File: src/rtl/tlpt_pkg.sv
// Package with types and constants for the two-level page table engine.
package tlpt_pkg;

  localparam int unsigned DirEntries   = 1024;
  localparam int unsigned TableEntries = 1024;
  localparam int unsigned TableSlots   = 64;

  localparam logic [31:0] FrameMask = 32'hFFFF_F000;

  typedef enum logic [1:0] {
    REQ_TRANSLATE = 2'd0,
    REQ_MAP       = 2'd1,
    REQ_UNMAP     = 2'd2,
    REQ_NONE      = 2'd3
  } req_type_e;

  typedef enum logic [1:0] {
    ST_OK       = 2'd0,
    ST_DIR_ABS  = 2'd1,
    ST_PAGE_ABS = 2'd2,
    ST_NO_SLOT  = 2'd3
  } status_e;

  typedef struct packed {
    logic [1:0]  req_type;
    logic [31:0] virt_addr;
    logic [31:0] phys_addr_in;
    logic [11:0] map_flags;
    logic [31:0] pt_base;
  } req_t;

  typedef struct packed {
    logic [1:0]  status;
    logic [31:0] phys_addr_out;
    logic [31:0] entry_value;
  } rsp_t;

  typedef enum logic [2:0] {
    S_INIT,
    S_IDLE,
    S_DIR_RD,
    S_DECIDE,
    S_CLEAR,
    S_ENT_RD,
    S_ENT_WR,
    S_RESP
  } state_e;

  // Commands from the controller to the datapath.
  typedef struct packed {
    logic init_step;
    logic load_req;
    logic dir_rd;
    logic dir_alloc;
    logic clr_start;
    logic clr_step;
    logic ent_rd;
    logic ent_wr;
    logic rsp_load;
  } cmd_t;

  // Status from the datapath to the controller.
  typedef struct packed {
    logic [1:0] req_type;
    logic       dir_present;
    logic       slots_full;
    logic       clr_done;
    logic       init_done;
  } sts_t;

endpackage

File: src/rtl/tlpt_ctrl.sv
// Controller state machine for the two-level page table engine.
module tlpt_ctrl
  import tlpt_pkg::*;
(
  input  logic clk_i,
  input  logic rst_ni,
  input  logic in_valid_i,
  output logic in_stall_o,
  input  logic out_valid_i,
  input  logic out_stall_i,
  input  sts_t sts_i,
  output cmd_t cmd_o
);

  state_e state_q, state_d;
  logic   busy;

  always_ff @(posedge clk_i or negedge rst_ni) begin
    if (!rst_ni) begin
      state_q <= S_INIT;
    end else begin
      state_q <= state_d;
    end
  end

  // A request is fully done once its result reaches the output register.
  assign busy = (state_q != S_IDLE);

  always_comb begin
    state_d = state_q;
    case (state_q)
      S_INIT:   if (sts_i.init_done) state_d = S_IDLE;
      S_IDLE:   if (in_valid_i) state_d = S_DIR_RD;
      S_DIR_RD: state_d = S_DECIDE;
      S_DECIDE: begin
        case (sts_i.req_type)
          REQ_TRANSLATE, REQ_UNMAP:
            state_d = sts_i.dir_present ? S_ENT_RD : S_RESP;
          REQ_MAP: begin
            if (sts_i.dir_present) state_d = S_ENT_RD;
            else if (sts_i.slots_full) state_d = S_RESP;
            else state_d = S_CLEAR;
          end
          default: state_d = S_RESP;
        endcase
      end
      S_CLEAR:  if (sts_i.clr_done) state_d = S_ENT_RD;
      S_ENT_RD: state_d = S_ENT_WR;
      S_ENT_WR: state_d = S_RESP;
      S_RESP:   if (!out_valid_i || !out_stall_i) state_d = S_IDLE;
      default:  state_d = S_IDLE;
    endcase
  end

  always_comb begin
    cmd_o      = '0;
    in_stall_o = busy;
    case (state_q)
      S_INIT:   cmd_o.init_step = 1'b1;
      S_IDLE:   cmd_o.load_req = in_valid_i;
      S_DIR_RD: cmd_o.dir_rd = 1'b1;
      S_DECIDE: begin
        if (sts_i.req_type == REQ_MAP && !sts_i.dir_present && !sts_i.slots_full) begin
          cmd_o.dir_alloc = 1'b1;
          cmd_o.clr_start = 1'b1;
        end
      end
      S_CLEAR:  cmd_o.clr_step = 1'b1;
      S_ENT_RD: cmd_o.ent_rd = 1'b1;
      S_ENT_WR: cmd_o.ent_wr = 1'b1;
      S_RESP:   cmd_o.rsp_load = !out_valid_i || !out_stall_i;
      default:  cmd_o = '0;
    endcase
  end

endmodule

File: config.mk
export PLATFORM = sky130hd
export DESIGN_NAME = tlpt_ctrl
export DESIGN_NICKNAME = d
export VERILOG_FILES = /design/src/rtl/tlpt_pkg.sv /design/src/rtl/tlpt_ctrl.sv
export SDC_FILE = /design/constraint.sdc
export NUM_CORES = 1
export LEC_CHECK = 0
export ABC_AREA = 1
export ABC_CLOCK_PERIOD_IN_PS = 980
export BUFFER_PORTS_ARGS = -buffer_cell sky130_fd_sc_hd__buf_2
export CORE_AREA = 2 2 39 41
export CTS_BUF_LIST = sky130_fd_sc_hd__clkbuf_16
export DETAILED_ROUTE_END_ITERATION = 6
export DIE_AREA = 0 0 41 43
export HOLD_SLACK_MARGIN = 0.05
export SLEW_MARGIN = 0
export SYNTH_ARGS = -nofsm -noshare
export SYNTH_HDL_FRONTEND = slang
export SYNTH_SLANG_ARGS = --single-unit
File: constraint.sdc
create_clock -name clk_i -period 0.98 [get_ports clk_i]
set_input_delay 0.049 -clock clk_i [delete_from_list [all_inputs] [get_ports clk_i]]
set_output_delay 0.049 -clock clk_i [all_outputs]
set_load 0.02 [all_outputs]
==> summary.md <==
| Metric | Value |
|---|---|
| Outcome | `finished, violations left` |
| Failing checks | `setup timing` |
| Die Span Y | `43 um` |
| Layout cells sized above 1 | `63.3%` |
| Most common cell in the netlist | `nand2_1` |
| Final hold viol count | `0` |
| Max reg flops | `3` |
| Synth Instances | `56` |
| Place WS | `-0.207 ns` |
| CP Launch Point | `state_q[2]` |
| Total power | `2520 uW` |
| Sw power | `1070 uW` |
| WL/cell | `9.54 um` |
| IO Pins | `21` |
| Post-synth EDFFs | `0` |
| RSZ-0062 raised after global routing | `yes` |
| Grt ovf | `0` |
| Regs by FF count | `state_q (3)` |
| Initial antenna violation count | `0` |
| Dpl hpwl | `728 um` |
| Nets | `102` |
| Initial Util | `23.5%` |
| CP Depth | `4` |
| Clk Latency, worst-skew pair | `0.22 ns` |
| Critical Path Start Type | `flip-flop` |
| Worst Skew | `0.00127 ns` |
| Largest net degree at the start of global routing | `8` |
| Sequential Power Share | `14.3%` |
| Max-cap violations | `0` |
| Core Area | `1380 um2` |
| Static leakage | `0.000390 uW` |
| Synth cell count leaders | `13 x nand2_1, 11 x nor2_1, 10 x inv_1` |
| Pins Over Slew Limit | `0` |
| Switching share of total power | `42.2%` |
| Setup CP Type | `flip-flop to output pin` |
| TritonCTS clock tree | `built` |
| Async SR Flop Fraction | `100%` |
| Req. time, crit path | `0.93 ns` |
| Yosys top cell area share | `23.1%` |
| Tcrit/Tclk final | `125%` |
| First-pass GRT wire length | `1.80 mm` |
| N_diodes | `0` |
| Mapped Nets | `67` |
| GPL Wtd Cong | `0.863` |
| Logic pwr share | `60.6%` |
| Final ANT Viol Nets | `0` |
| Design area | `728 um2` |
| Die Wd | `41 um` |
| Rel. slew slack | `87.3%` |
| Final Critical Period | `1.23 ns` |
| P_int | `1460 uW` |
| DP Area | `494 um2` |
| Main synth FF type | `dfrtp_1` |
| # rows | `14` |
| Sequential area share after synthesis | `23.1%` |
| Fmax | `0.815 GHz` |
| Vias in the first global route | `471` |
| Yosys reg bits | `3` |
| CTS Sinks | `3` |
| Critical path's largest stage delay | `0.47 ns` |
| Crit path max fanout | `7` |
| Ranking of synthesized cells by area | `dfrtp_1 23%, nand2_1 15%, nor2_1 13%` |
| Via/cell ratio | `4.43` |
| Worst Setup End Kind | `output pin` |
| Clk pwr share | `25.1%` |
| Via count | `470` |
| Routed WL | `1.01 mm` |
| Post-route insts no fill | `106` |
| Synth warnings | `0` |
| Clock tree buffer depth | `2` |
| Synth Area per Inst | `5.81 um2` |
| Slowest-stage cell, CP | `dfrtp_2` |
| Hold Slack | `0.148 ns` |
| 1st-pass router iterations | `4` |
| Pwr per Cell Area | `3460 nW/um2` |
| Tot GR Track Use | `14.5%` |
| CP dominant cell by count | `nor2_4` |
| I/O Buffers | `20` |
| Synth area leader | `dfrtp_1` |
| Mapped Area | `325 um2` |
| Library cells used by synthesis | `16` |
| DR iter-0 viols | `3` |
| Post-route setup slack | `-0.246 ns` |
| H-Tree Depth | `1` |
| DRC violations left | `0` |
| Area delta synth->final | `124%` |
| Reg2reg start | `state_q[2]` |
| Crit-path cells | `nor2_4 -> nand3_2 -> nor2_4 -> buf_6` |
| Worst VDD drop | `1.29 mV` |
| Top reg by flops | `state_q` |
| Buffers & Inverters on Critical Path | `1` |
| CP arrival | `1.18 ns` |
| Clk root buf | `clkbuf_16` |
| Worst r2r path cells | `7` |
| Top delay family on crit path | `flip-flops` |
| Die ar. | `1760 um2` |
| CTS clk-pin slew, worst paths | `0.03 ns` |
| Cells after DPL | `96` |
| Hold/Removal Path Class | `primary input to async pin` |
| Final setup fails | `13` |
| Cts bufs inserted | `3` |
| Worst Tran Pin Value | `0.190 ns` |
## worst register-to-register path, cell delays in order (launching register included)
cell	delay (ns)
dfrtp_2	0.47
nor2_4	0.15
nand3_2	0.10
buf_4	0.15
nand2_1	0.05
inv_1	0.04
nand2_1	0.05
nand2_1	0.05
## cell usage in the layout (no fill, tap or decap), drive strengths merged
master,instances
buf,31
nand2,14
inv,12
nor2,12
nand3,5
o21ai,3
clkbuf,3
dfrtp,3
o21bai,2
a21oi,2
nor3,1
nand3b,1
dlygate4sd3,1
## power by group through the flow
stage	Combinational (uW)	Clock, uW	Sequential (uW)
2_1_floorplan	767	0	252
3_3_place_gp	1090	0	297
3_5_place_dp	1100	0	300
4_1_cts	1380	640	345
5_1_grt	1680	657	376
6_report	1530	633	361
## through the flow
step | util, % | setup TNS (ns)
finish | 52.6 | -2.52
global route | 52.6 | -3.33
CTS | 49.7 | -2.42
detailed placement | 35.7 | -0.912
global placement | 35.7 | -0.850
floorplan | - | -0.428
## routing by layer
| layer | wire [um] | global-route usage, % | part of all wire, % |
|---|---|---|---|
| met1 | 389 | 17.2 | 38 |
| met2 | 547 | 24.1 | 54 |
| met3 | 63 | 3.66 | 6.2 |
| met4 | 10 | 4.67 | 0.99 |
| met5 | 0 | 0 | 0 |
## repair_timing
| action | 4_1_cts | 5_1_grt |
|---|---|---|
| hold endpoints to repair | 3 | 0 |
| pin swaps | 7 | 5 |
| endpoints found under the setup margin | 13 | 13 |
| gates resized for setup | 31 | 9 |
| setup buffers | 3 | 2 |
| hold buffers | 1 | 0 |
## final cells by class
type	count	area (um2)
fill	143	656
multi-input combinational	40	258
timing repair buffer	32	249
sequential	3	78.8
clock buffer	3	75.1
inverter	11	43.8
tap	16	20.0
clock inverter	1	3.75
## path summary, 6_finish.rpt
path / end / slack (ns)
max in group asynchronous: state_q[2] / 0.72
hold / removal: state_q[0] / 0.15
hold reg to reg: state_q[0] / 0.61
min in group clk_i: state_q[1] / 0.21
setup reg to reg: state_q[0] / -0.20
setup / recovery: cmd_o[4] / -0.25
## cell families (layout without fill, tap and decap cells)
kind of cell,Yosys count,after routing,synth area share (%)
flops,3,3,23.1
compound gates,7,7,12.3
simple gates,33,33,46.2
buf+inv,13,47,18.5
(Power assumes the default switching activity.)
